==> config.mk <==
export PLATFORM = sky130hd
export DESIGN_NAME = straight_alpha_source_over_flat
export DESIGN_NICKNAME = d
export VERILOG_FILES = /design/src/hw/rtl/sao_pkg.sv /design/src/hw/rtl/sao_pix_if.sv /design/src/hw/rtl/sao_res_if.sv /design/src/hw/rtl/sao_divider.sv /design/src/hw/rtl/straight_alpha_source_over.sv /design/src/flat_wrapper.sv
export SDC_FILE = /design/constraint.sdc
export NUM_CORES = 2
export LEC_CHECK = 0
export BUFFER_PORTS_ARGS = -buffer_cell sky130_fd_sc_hd__buf_2
export CAP_MARGIN = 20
export CORE_ASPECT_RATIO = 0.5
export CORE_MARGIN = 2
export CORE_UTILIZATION = 40
export CTS_BUF_LIST = sky130_fd_sc_hd__clkbuf_8
export DETAILED_ROUTE_END_ITERATION = 8
export PLACE_DENSITY = 0.51
export SLEW_MARGIN = 20
export SYNTH_ARGS = -nofsm -noshare
export SYNTH_HDL_FRONTEND = slang
export SYNTH_HIERARCHICAL = 1
export SYNTH_SLANG_ARGS = --single-unit
==> constraint.sdc <==
create_clock -name clk -period 16.55 [get_ports clk]
set_input_delay 0.8275 -clock clk [delete_from_list [all_inputs] [get_ports clk]]
set_output_delay 0.8275 -clock clk [all_outputs]
set_load 0.05 [all_outputs]
==> src/hw/rtl/sao_pkg.sv <==
// shared types and constants for the straight-alpha source-over blender
package sao_pkg;

  localparam int CH_W    = 8;                 // width of one colour or alpha channel
  localparam int NUM_CH  = 3;                 // blue, green, red
  localparam int WGT_W   = 2 * CH_W;          // alpha weights and combined alpha
  localparam int NUM_W   = 3 * CH_W;          // blended channel numerator
  localparam int RCP_W   = 16;                // width of the 1/255 reciprocal
  localparam int PROD_W  = WGT_W + RCP_W;     // combined alpha times reciprocal
  localparam int RCP_SH  = 23;                // reciprocal scale, 2^23

  localparam logic [CH_W-1:0]  ALPHA_FULL = 8'd255;
  localparam logic [RCP_W-1:0] RECIP_255  = 16'h8081;  // ceil(2^23 / 255)

  typedef struct packed {
    logic [CH_W-1:0] dst_blue;
    logic [CH_W-1:0] dst_green;
    logic [CH_W-1:0] dst_red;
    logic [CH_W-1:0] dst_alpha;
    logic [CH_W-1:0] src_blue;
    logic [CH_W-1:0] src_green;
    logic [CH_W-1:0] src_red;
    logic [CH_W-1:0] src_alpha;
  } pix_t;

  typedef struct packed {
    logic [CH_W-1:0] out_blue;
    logic [CH_W-1:0] out_green;
    logic [CH_W-1:0] out_red;
    logic [CH_W-1:0] out_alpha;
  } res_t;

endpackage

==> src/hw/rtl/sao_pix_if.sv <==
// pixel-pair channel: destination and source pixel per beat
interface sao_pix_if import sao_pkg::*; ();
  logic valid;
  logic ready;
  pix_t data;

  modport source (output valid, output data, input ready);
  modport sink (input valid, input data, output ready);
endinterface

==> src/hw/rtl/sao_res_if.sv <==
// result channel: one blended pixel per beat
interface sao_res_if import sao_pkg::*; ();
  logic valid;
  logic ready;
  res_t data;

  modport source (output valid, output data, input ready);
  modport sink (input valid, input data, output ready);
endinterface

==> src/hw/rtl/sao_divider.sv <==
// pipelined restoring divider, 24-bit numerator over 16-bit divisor, 8-bit quotient
module sao_divider import sao_pkg::*; (
  input  logic             clk,
  input  logic             en,
  input  logic [NUM_W-1:0] num,
  input  logic [WGT_W-1:0] den,
  output logic [CH_W-1:0]  quo
);

  localparam int STAGES = CH_W / 2;   // two quotient bits per stage

  logic [NUM_W-1:0] rem_s [0:STAGES];
  logic [WGT_W-1:0] den_s [0:STAGES];
  logic [CH_W-1:0]  quo_s [0:STAGES];

  assign rem_s[0] = num;
  assign den_s[0] = den;
  assign quo_s[0] = '0;

  for (genvar k = 0; k < STAGES; k++) begin : g_stage
    localparam int SH = CH_W - 1 - 2 * k;   // higher of the two bits done here

    logic [NUM_W-1:0] d_hi;
    logic [NUM_W-1:0] d_lo;
    logic [NUM_W-1:0] rem_mid;
    logic [NUM_W-1:0] rem_next;
    logic [CH_W-1:0]  quo_next;

    always_comb begin
      d_hi     = NUM_W'(den_s[k]) << SH;
      d_lo     = NUM_W'(den_s[k]) << (SH - 1);
      quo_next = quo_s[k];
      rem_mid  = rem_s[k];
      if (rem_mid >= d_hi) begin
        rem_mid      = rem_mid - d_hi;
        quo_next[SH] = 1'b1;
      end
      rem_next = rem_mid;
      if (rem_next >= d_lo) begin
        rem_next         = rem_next - d_lo;
        quo_next[SH - 1] = 1'b1;
      end
    end

    always_ff @(posedge clk) begin
      if (en) begin
        rem_s[k+1] <= rem_next;
        den_s[k+1] <= den_s[k];
        quo_s[k+1] <= quo_next;
      end
    end
  end

  // zero divisor means both alphas were zero: result is zero
  assign quo = (|den_s[STAGES]) ? quo_s[STAGES] : '0;

endmodule

==> src/hw/rtl/straight_alpha_source_over.sv <==
// top level of the straight-alpha source-over blender
//
//   channel  role     beat   payload
//   pix      sink     input  dst_blue/green/red/alpha, src_blue/green/red/alpha
//   blend    source   output out_blue/green/red/alpha
//
// six register stages; one beat accepted per cycle unless the pipeline holds
// stage 1 alpha weights, stage 2 numerators and combined alpha,
// stages 3 to 6 divider (two quotient bits each) alongside the alpha scaling
// synchronous reset clears only the stage valid bits; the data registers are not reset
// the whole pipeline holds when the last stage is full and blend is not ready
module straight_alpha_source_over import sao_pkg::*; (
  input  logic         clk,
  input  logic         rst,
  sao_pix_if.sink      pix,
  sao_res_if.source    blend
);

  localparam int DEPTH = 6;

  // valid bit per stage, index 1 is the first register stage
  logic [DEPTH:1] vld;
  logic           adv;

  // stall everything when the output register holds an untaken beat
  assign adv       = !vld[DEPTH] || blend.ready;
  assign pix.ready = adv;

  always_ff @(posedge clk) begin
    if (rst) begin
      vld <= '0;
    end else if (adv) begin
      vld <= {vld[DEPTH-1:1], pix.valid};
    end
  end

  // unpack the colour channels, index 0 blue, 1 green, 2 red
  logic [NUM_CH-1:0][CH_W-1:0] dc_in;
  logic [NUM_CH-1:0][CH_W-1:0] sc_in;

  assign dc_in = {pix.data.dst_red, pix.data.dst_green, pix.data.dst_blue};
  assign sc_in = {pix.data.src_red, pix.data.src_green, pix.data.src_blue};

  // stage 1: destination weight da*(255-sa) and source weight 255*sa
  logic [CH_W-1:0]             sa_inv;
  logic [WGT_W-1:0]            dw1;
  logic [WGT_W-1:0]            sw1;
  logic [NUM_CH-1:0][CH_W-1:0] dc1;
  logic [NUM_CH-1:0][CH_W-1:0] sc1;

  assign sa_inv = ALPHA_FULL - pix.data.src_alpha;

  always_ff @(posedge clk) begin
    if (adv) begin
      dw1 <= WGT_W'(pix.data.dst_alpha) * WGT_W'(sa_inv);
      sw1 <= WGT_W'(pix.data.src_alpha) * WGT_W'(ALPHA_FULL);
      dc1 <= dc_in;
      sc1 <= sc_in;
    end
  end

  // stage 2: combined alpha numerator and per-channel numerators
  // numerator never exceeds 255 times the combined alpha, so fits 24 bits
  logic [WGT_W-1:0]             a2;
  logic [NUM_CH-1:0][NUM_W-1:0] num2;

  always_ff @(posedge clk) begin
    if (adv) begin
      a2 <= dw1 + sw1;
      for (int c = 0; c < NUM_CH; c++) begin
        num2[c] <= NUM_W'(dc1[c]) * NUM_W'(dw1) + NUM_W'(sc1[c]) * NUM_W'(sw1);
      end
    end
  end

  // stages 3 to 6, colour: one divider lane per channel
  logic [NUM_CH-1:0][CH_W-1:0] quo6;

  for (genvar c = 0; c < NUM_CH; c++) begin : g_lane
    sao_divider u_div (
      .clk (clk),
      .en  (adv),
      .num (num2[c]),
      .den (a2),
      .quo (quo6[c])
    );
  end

  // stages 3 to 6, alpha: floor(A/255) by reciprocal multiply, exact for 16-bit A
  logic [PROD_W-1:0]       am3;
  logic [PROD_W-RCP_SH-1:0] aq;
  logic [CH_W-1:0]         oa4;
  logic [CH_W-1:0]         oa5;
  logic [CH_W-1:0]         oa6;

  assign aq = am3[PROD_W-1:RCP_SH];

  always_ff @(posedge clk) begin
    if (adv) begin
      am3 <= PROD_W'(a2) * PROD_W'(RECIP_255);
      // cap at full scale
      oa4 <= (aq > (PROD_W-RCP_SH)'(ALPHA_FULL)) ? ALPHA_FULL : aq[CH_W-1:0];
      oa5 <= oa4;
      oa6 <= oa5;
    end
  end

  assign blend.valid          = vld[DEPTH];
  assign blend.data.out_blue  = quo6[0];
  assign blend.data.out_green = quo6[1];
  assign blend.data.out_red   = quo6[2];
  assign blend.data.out_alpha = oa6;

`ifndef SYNTHESIS
  // weights never overflow full-scale combined alpha
  a_wgt_range: assert property (@(posedge clk) disable iff (rst)
    vld[1] |-> (17'(dw1) + 17'(sw1)) <= 17'(65025))
    else $error("alpha weights exceed full scale");

  // quotient fits 8 bits: numerator bounded by 255 times the divisor
  a_num_bound: assert property (@(posedge clk) disable iff (rst)
    vld[2] |-> (num2[0] <= NUM_W'(a2) * NUM_W'(ALPHA_FULL)) &&
               (num2[1] <= NUM_W'(a2) * NUM_W'(ALPHA_FULL)) &&
               (num2[2] <= NUM_W'(a2) * NUM_W'(ALPHA_FULL)))
    else $error("blend numerator out of range");

  // an accepted beat enters the first stage
  a_enter: assert property (@(posedge clk) disable iff (rst)
    (pix.valid && pix.ready) |=> vld[1])
    else $error("accepted beat lost at pipeline entry");

  // a stalled result stays put
  a_hold: assert property (@(posedge clk) disable iff (rst)
    (vld[DEPTH] && !blend.ready) |=> vld[DEPTH] && $stable(oa6) && $stable(quo6))
    else $error("stalled result changed");
`endif

endmodule
==> src/flat_wrapper.sv <==
// flat-port wrapper written by rule: the top's interface ports become plain ports
module straight_alpha_source_over_flat import sao_pkg::*;
  (clk, rst, pix_valid, pix_data, pix_ready, blend_valid, blend_data, blend_ready);
  sao_pix_if pix_i ();
  sao_res_if blend_i ();
  input  logic clk;
  input  logic rst;
  input wire logic [$bits(pix_i.valid)-1:0] pix_valid;
  input wire logic [$bits(pix_i.data)-1:0] pix_data;
  output wire logic [$bits(pix_i.ready)-1:0] pix_ready;
  output wire logic [$bits(blend_i.valid)-1:0] blend_valid;
  output wire logic [$bits(blend_i.data)-1:0] blend_data;
  input wire logic [$bits(blend_i.ready)-1:0] blend_ready;
  assign pix_i.valid = pix_valid;
  assign pix_i.data = pix_data;
  assign pix_ready = pix_i.ready;
  assign blend_valid = blend_i.valid;
  assign blend_data = blend_i.data;
  assign blend_i.ready = blend_ready;
  straight_alpha_source_over u_core (.clk(clk), .rst(rst), .pix(pix_i), .blend(blend_i));
endmodule
Word-level counts from Yosys, hierarchy flattened
Cells that the tools add are included.
{"block": "classes", "addsub": 26, "n_mul": 9, "magnitude_cmp": 25, "n_mux": 30, "reduce_logical": 3}
{"cell": "2-to-1 mux 24 bit", "n": 21}
{"cell": "multiplier 8 x 16 -> 24 bit", "n": 6}
{"cell": "adder 24 bit", "n": 3}
{"cell": ">= comparator 24 x 16 -> 1 bit", "n": 3}
{"cell": ">= comparator 24 x 17 -> 1 bit", "n": 3}
{"cell": ">= comparator 24 x 18 -> 1 bit", "n": 3}
{"cell": ">= comparator 24 x 19 -> 1 bit", "n": 3}
{"cell": ">= comparator 24 x 20 -> 1 bit", "n": 3}
{"cell": ">= comparator 24 x 21 -> 1 bit", "n": 3}
{"cell": ">= comparator 24 x 22 -> 1 bit", "n": 3}
{"cell": ">= comparator 24 x 23 -> 1 bit", "n": 3}
{"cell": "subtractor 24 x 17 -> 24 bit", "n": 3}
{"cell": "subtractor 24 x 18 -> 24 bit", "n": 3}
{"cell": "subtractor 24 x 19 -> 24 bit", "n": 3}
{"cell": "subtractor 24 x 20 -> 24 bit", "n": 3}
{"cell": "subtractor 24 x 21 -> 24 bit", "n": 3}
{"cell": "subtractor 24 x 22 -> 24 bit", "n": 3}
{"cell": "subtractor 24 x 23 -> 24 bit", "n": 3}
{"cell": "multiplier 16 x 16 -> 32 bit (second input constant)", "n": 1}
{"cell": "2-to-1 mux 8 bit", "n": 3}
{"cell": "adder 16 bit", "n": 1}
{"cell": "multiplier 8 x 8 -> 16 bit", "n": 1}
{"cell": "multiplier 8 x 8 -> 16 bit (second input constant)", "n": 1}
{"cell": "OR reduction 16 bit", "n": 1}
{"cell": "5 further kinds", "n": 10}
{"block": "totals", "regBits": 570, "out_inout_bits": 34, "wordCells": 153}

Depth between registers and ports, before layout
{"block": "depth", "depth_word": 4, "ltp_mapped": 26, "ltp_nobuf": 23}

By module
Netlist, hierarchy kept.
{"mod": "straight_alpha_source_over", "n_inst": 1, "cells_each": 3559, "area_each_um2": 35624.2, "seq_area_each_um2": 6155.9}
{"mod": "sao_divider (u_core.g_lane[2].u_div)", "n_inst": 1, "cells_each": 1324, "area_each_um2": 12887.4, "seq_area_each_um2": 4684.5}
{"mod": "sao_divider (u_core.g_lane[0].u_div)", "n_inst": 1, "cells_each": 1304, "area_each_um2": 12563.3, "seq_area_each_um2": 4684.5}
{"mod": "sao_divider (u_core.g_lane[1].u_div)", "n_inst": 1, "cells_each": 1253, "area_each_um2": 12378.1, "seq_area_each_um2": 4684.5}

Worst setup path after synthesis
Ideal clock, no wire load.
{"block": "synth_path", "kind": "in2reg", "startpoint": "input port blend_ready", "endpoint": "register, netlist name u_core/a2[0]", "setup_ns": 1.030, "arrival_ns": 14.146, "t_required_ns": 15.520, "slack_ns": 1.374, "stages": 2, "path_buffers": 0, "cell_sequence": "nor2b_1 > inv_1"}
{"block": "synth_via", "elab_chain_cells": 1}
{"item": "start: declaration", "line": "flat_wrapper.sv:13", "source": "input wire logic [$bits(blend_i.ready)-1:0] blend_ready;"}
{"item": "logical OR 1 bit", "line": "straight_alpha_source_over.sv:26", "source": "assign adv = !vld[DEPTH] || blend.ready;"}
{"item": "named net pix_ready", "line": "flat_wrapper.sv:10", "source": "output wire logic [$bits(pix_i.ready)-1:0] pix_ready;"}
The timed path passes the listed nets, and every way through them passes these cells.
A chain may end at the register's enable or synchronous reset.

Worst setup path in the final report
{"block": "layout_path", "startpoint": "register, netlist name u_core/a2[1]", "endpoint": "register u_core/g_lane[0].u_div/rem_s[93] (netlist bit), data pin"}
{"block": "layout_via", "elab_chain_cells": 4, "elab_cells_between_ends": 6}
{"item": "subtractor 24 x 23 -> 24 bit / >= comparator 24 x 23 -> 1 bit (equally long branches)", "line": "sao_divider.sv:35, sao_divider.sv:34"}
{"item": "2-to-1 mux 24 bit", "line": "sao_divider.sv:34", "source": "if (rem_mid >= d_hi) begin"}
{"item": "subtractor 24 x 22 -> 24 bit / >= comparator 24 x 22 -> 1 bit (equally long branches)", "line": "sao_divider.sv:40, sao_divider.sv:39"}
{"item": "2-to-1 mux 24 bit *", "line": "sao_divider.sv:39", "source": "if (rem_next >= d_lo) begin"}
{"item": "named net u_core.g_lane[0].u_div.g_stage[0].rem_next[21]", "line": "sao_divider.sv:26", "source": "logic [NUM_W-1:0] rem_next;"}
{"item": "end signal: indexed assignment", "line": "sao_divider.sv:47", "source": "rem_s[k+1] <= rem_next;"}
{"item": "end: declaration", "line": "sao_divider.sv:12", "source": "logic [NUM_W-1:0] rem_s [0:STAGES];"}
Mark *: on every way through the listed nets, which the timed path passes. The rest lies on a longest branch.

==> impl.org <==
** Place
- Placer's final routability congestion estimate :: 0.888
- Detailed placement ended at an HPWL of 148 mm.
- During placement, the flow inserted port buffers numbering 101.
- DP Area :: 0.0767 sq mm

** STA
- Setup repair after global routing left no endpoint under its margin.
- On the final layout, the worst clock skew is 67.4 ps.
- Max Transition Viols Final :: 0
- Slew at the pin closest to its max-slew limit :: around 1200 ps
- Setup total negative slack on the finished layout was measured at 0 ps.
- Crit share post-route :: a little over two fifths
- The number of hold-slack violations in the final timing report was 0.
- Setup violations remaining at the end of the flow were counted as 0.
- Shortest clock period the worst path allows after layout :: between 7000 and 8000 ps
- Timing would allow up to about 140 MHz.
- Measured against its own limit, the worst slew margin works out to between 20% and 30%.

** Worst setup path
- Worst R2R End :: u_core/g_lane[0].u_div/rem_s[93]
- For the worst setup path, the data required time is 17,100 ps.
- Standard cell with the maximum stage delay on the critical path :: sky130_fd_sc_hd__and2_1
- STA classifies the critical path startpoint as a flip-flop.
- Counting cells, the worst reg-to-reg path comes to 21.
- For flop-to-flop paths, the worst setup slack is about 9400 ps.
- Most used cell, CP :: sky130_fd_sc_hd__o21ai_0
- Crit Reg-Reg Startpoint :: u_core/a2[1]
- Worst path max stage delay :: 740 ps
- STA classifies the critical path endpoint as a flip-flop.
- Type of the worst setup path :: reg -> reg
- Along the worst path, the maximum fanout reaches 24.
- Data on the critical path arrives at its endpoint at ~7700 ps.
- Walking the worst path, the cells encountered are inv_1 -> ha_1 -> nor2b_1 -> o21ai_0 -> a21oi_1 -> o21ai_0 -> a31o_2 -> a311o_1 -> and2_1 -> o21ai_0 -> fa_1 -> a21o_1 -> a21oi_1 -> o21ai_0 -> a221o_1 -> a41o_1 -> a31o_2 -> a311oi_1 -> and3_1 -> inv_2 -> mux2_2.

** GRT
- Number of global-route vias before repair :: 51,815
- Number of antenna violations at the first check in global routing :: 9
- Across every metal layer, demand over resource in global routing totals 20.3%.
- Pin count of the biggest net entering global routing :: 184
- First-pass GRT wire length :: 299 mm
- Remaining global-route overflow :: 0

** Hold path
- Worst min path class :: in -> reg
- The path with the worst hold slack has its endpoint at u_core/dc1[14].
- Hold path depth :: 1
- The worst hold path begins at pix_data[54].

** Die
- Number of rows in the core area :: 111
- The die covers 0.187 sq mm.
- Floorplan core area :: between 0.15 and 0.2 sq mm
- The die is 610 um wide.
- During I/O placement, the number of pins put on the boundary was 102.
- Die Height :: 307 um
- Effective utilization at floorplan :: 40.2%

** Status
- Status :: complete, no violations

** Route
- The first routing iteration left 3,490 violations.
- After detailed routing, the number of vias per cell comes to around 5.
- Number of iterations in the first detailed-routing pass :: 5
- The detail route stage leaves a number of antenna-violating nets equal to 0.
- Summing over every cut layer, the via total after detailed routing is 51,842.
- Wirelength per Cell :: about 19 um
- After detailed routing, the number of remaining DRC violations is 0.
- Routed wire length :: 189 mm

** CTS
- In this run the clock root is driven by a sky130_fd_sc_hd__clkbuf_8.
- Hold bufs inserted after CTS :: 0
- The later pin in the worst-skew pair is clocked with a latency of 850 ps.
- TritonCTS built the clock tree.
- No sink is reached through more buffers than the 3 on the longest clock path.
- The clock tree synthesis step divided the H-tree into 3 levels.
- Once the clock tree was built, the setup fixing pass inserted 0 buffers.
- Clk pin slew, worst setup/hold paths :: 70 ps
- Resized cells post-CTS :: 0
- Counting the buffers created by CTS gives 110.
- Number of sinks driven by the clock tree :: 675

** Synth
- The share of the Yosys chip area taken by registers is 27.5%.
- Yosys synthesis warning count :: 6
- Netlist Area Pre-Place :: between 0.07 and 0.08 sq mm
- Share of flip-flops with an asynchronous set or reset after synthesis :: 0%
- Yosys attributes the largest share of cell area to sky130_fd_sc_hd__edfxtp_1 27%, sky130_fd_sc_hd__fa_1 19%, sky130_fd_sc_hd__ha_1 13%, sky130_fd_sc_hd__inv_1 5.9%, sky130_fd_sc_hd__nand2_1 3.7%.
- After technology mapping, the gate count stands at 7,440.
- In this run the mean area of a mapped cell was a little under 10 sq um.
- The top cell type by area accounts for 27.3% of the synthesized area.
- Among all flip-flop cells after synthesis, the most frequent one is sky130_fd_sc_hd__edfxtp_1.
- Flops & latches, synth :: 675
- Number of distinct library cell variants in the gate-level netlist after synthesis :: roughly 120
- Net count after synthesis :: approximately 9,000
- Yosys top cell by area :: sky130_fd_sc_hd__edfxtp_1
- Yosys mapped a number of flops with a built-in enable equal to 669.

** Layout
- The filler cells instantiated in the layout total 17,939.
- Number of nets at the end of the flow :: 9,062
- Design Area, Final :: a little under 0.08 sq mm
- The post-route netlist has 7.80% of its cells at a drive strength greater than 1.
- Area added between synthesis and finish :: 7.60%

** Flow run
- Max-cap violations in this run came to 0.
[through the flow]
stage	setup slack [ps]	util [%]	std cells	hold WS (ps)
global route	8860	43.2	10057	77.7
global placement	9650	42.0	9850	400
detailed placement	9510	42.0	9850	405
finish	9440	43.2	10058	159
CTS	9480	43.2	10055	54.6
floorplan	1370	-	7440	400
[final cells by class]
| cell class | instances | area [sq um] | share of cell area, % |
|---|---|---|---|
| diodes | 2 | 5.00 | 0.00633 |
| clock buffers | 111 | 1530 | 1.93 |
| repair buffers | 161 | 992 | 1.26 |
| clock inverters | 94 | 734 | 0.929 |
| inverters | 1150 | 4320 | 5.47 |
| well taps | 2429 | 3040 | 3.85 |
| multi-input cells | 5436 | 48200 | 61.0 |
| flip-flops and latches | 675 | 20200 | 25.6 |
[critical path: cells and delay by family, from the launching register on]
family / cells / cell delay (ps)
AOI/OAI and AO/OA: 13 / 3220
adders and majority gates: 2 / 820
buffers and inverters: 2 / 370
DFF: 1 / 530
muxes: 1 / 320
and+or+nand+nor: 3 / 1580
[cell usage after synthesis (68+ instances only)]
cell and instances:
sky130_fd_sc_hd__ha_1 748, sky130_fd_sc_hd__mux2_2 155, sky130_fd_sc_hd__edfxtp_1 669, sky130_fd_sc_hd__nand2_1 730, sky130_fd_sc_hd__nor2b_1 117, sky130_fd_sc_hd__a21o_1 162, sky130_fd_sc_hd__a21oi_1 412, sky130_fd_sc_hd__clkbuf_1 149
sky130_fd_sc_hd__o21ai_0 252, sky130_fd_sc_hd__nand3_1 79, sky130_fd_sc_hd__and2_1 408, sky130_fd_sc_hd__nand2b_1 74, sky130_fd_sc_hd__fa_1 712, sky130_fd_sc_hd__xor2_1 117, sky130_fd_sc_hd__nor2_1 316, sky130_fd_sc_hd__inv_1 1147
sky130_fd_sc_hd__xnor2_1 272, sky130_fd_sc_hd__o21a_1 68, sky130_fd_sc_hd__nor3_1 91
[layer usage]
layer | wire [um] | GRT usage, % | share of wire (%) | up-vias
li1 | - | - | - | 25341
met1 | 98100 | 31.3 | 52 | 25251
met2 | 78300 | 30.3 | 41 | 1037
met3 | 9110 | 2.88 | 4.8 | 209
met4 | 3350 | 3.91 | 1.8 | 4
met5 | 26 | 0 | 0.014 | -
[worst max path at each step]
stage | start | end | slack, ps | depth (start not counted)
after floorplan | blend_ready | u_core/a2[0] | 1370 | 2
after global placement | u_core/a2[1] | u_core/g_lane[0].u_div/rem_s[90] | 9650 | 21
after detailed placement | u_core/a2[1] | u_core/g_lane[0].u_div/rem_s[93] | 9510 | 21
after CTS | u_core/a2[1] | u_core/g_lane[0].u_div/rem_s[93] | 9480 | 21
after global routing | u_core/a2[1] | u_core/g_lane[0].u_div/rem_s[93] | 8860 | 21
final | u_core/a2[1] | u_core/g_lane[0].u_div/rem_s[93] | 9440 | 21
[placed cells by master, fill, tap and decap left out, types with 15 or more instances in the layout]
cell type                     n
sky130_fd_sc_hd__nor2b_1    117
sky130_fd_sc_hd__a211o_1     15
sky130_fd_sc_hd__nor2_1     315
sky130_fd_sc_hd__a211oi_1    29
sky130_fd_sc_hd__clkbuf_8   111
sky130_fd_sc_hd__edfxtp_1   669
sky130_fd_sc_hd__o21bai_1    44
sky130_fd_sc_hd__a21oi_1    412
sky130_fd_sc_hd__xnor2_1    272
sky130_fd_sc_hd__nor3_1      91
sky130_fd_sc_hd__inv_1     1171
sky130_fd_sc_hd__and4_1      17
sky130_fd_sc_hd__mux2_2     155
sky130_fd_sc_hd__o21ai_1     28
sky130_fd_sc_hd__nor4_1      52
sky130_fd_sc_hd__o21ai_0    252
sky130_fd_sc_hd__and3_1      37
sky130_fd_sc_hd__nand3_1     79
sky130_fd_sc_hd__fa_1       712
sky130_fd_sc_hd__mux2i_1     37
sky130_fd_sc_hd__clkinv_1    22
sky130_fd_sc_hd__xor2_1     117
sky130_fd_sc_hd__and2_1     408
sky130_fd_sc_hd__ha_1       748
sky130_fd_sc_hd__buf_4       57
sky130_fd_sc_hd__a21o_1     162
sky130_fd_sc_hd__or3_1       20
sky130_fd_sc_hd__or2_2       27
sky130_fd_sc_hd__a31oi_1     29
sky130_fd_sc_hd__buf_2      101
sky130_fd_sc_hd__o31ai_1     25
sky130_fd_sc_hd__o211ai_1    26
sky130_fd_sc_hd__nand4_1     66
sky130_fd_sc_hd__nand2_1    730
sky130_fd_sc_hd__o21a_1      68
sky130_fd_sc_hd__clkinv_2    21
sky130_fd_sc_hd__nand2b_1    74
[cells by family (layout without fill, tap and decap cells)]
family                     Yosys count  after routing  share of synthesized area (%)
and+or+nand+nor                   2103           2103                           14.4
adders and majority gates         1460           1460                           32.1
buffers and inverters             1329           1516                           6.88
AOI/OAI and AO/OA                 1276           1276                           11.2
DFF                                675            675                           27.5
xor gates and xnor gates           389            389                           4.64
muxes                              208            208                           3.20
other                                0              2                              0
[sequential cells by signal, summed over array words and instances (netlist names)]
register,count
u_core/g_lane.u_div/den_s,192
u_core/oa4,8
u_core/g_lane.u_div/quo_s,24
u_core/num2,72
u_core/am3,9
u_core/oa6,8
u_core/dc1,24
u_core/sw1,16
u_core/sc1,24
u_core/dw1,16
u_core/g_lane.u_div/g_stage.quo_next,36
u_core/vld,6
u_core/a2,16
u_core/g_lane.u_div/rem_s,216
u_core/oa5,8
Power is not shown: default switching activity piles up to over one toggle a cycle in this logic, so the estimate is an artifact.
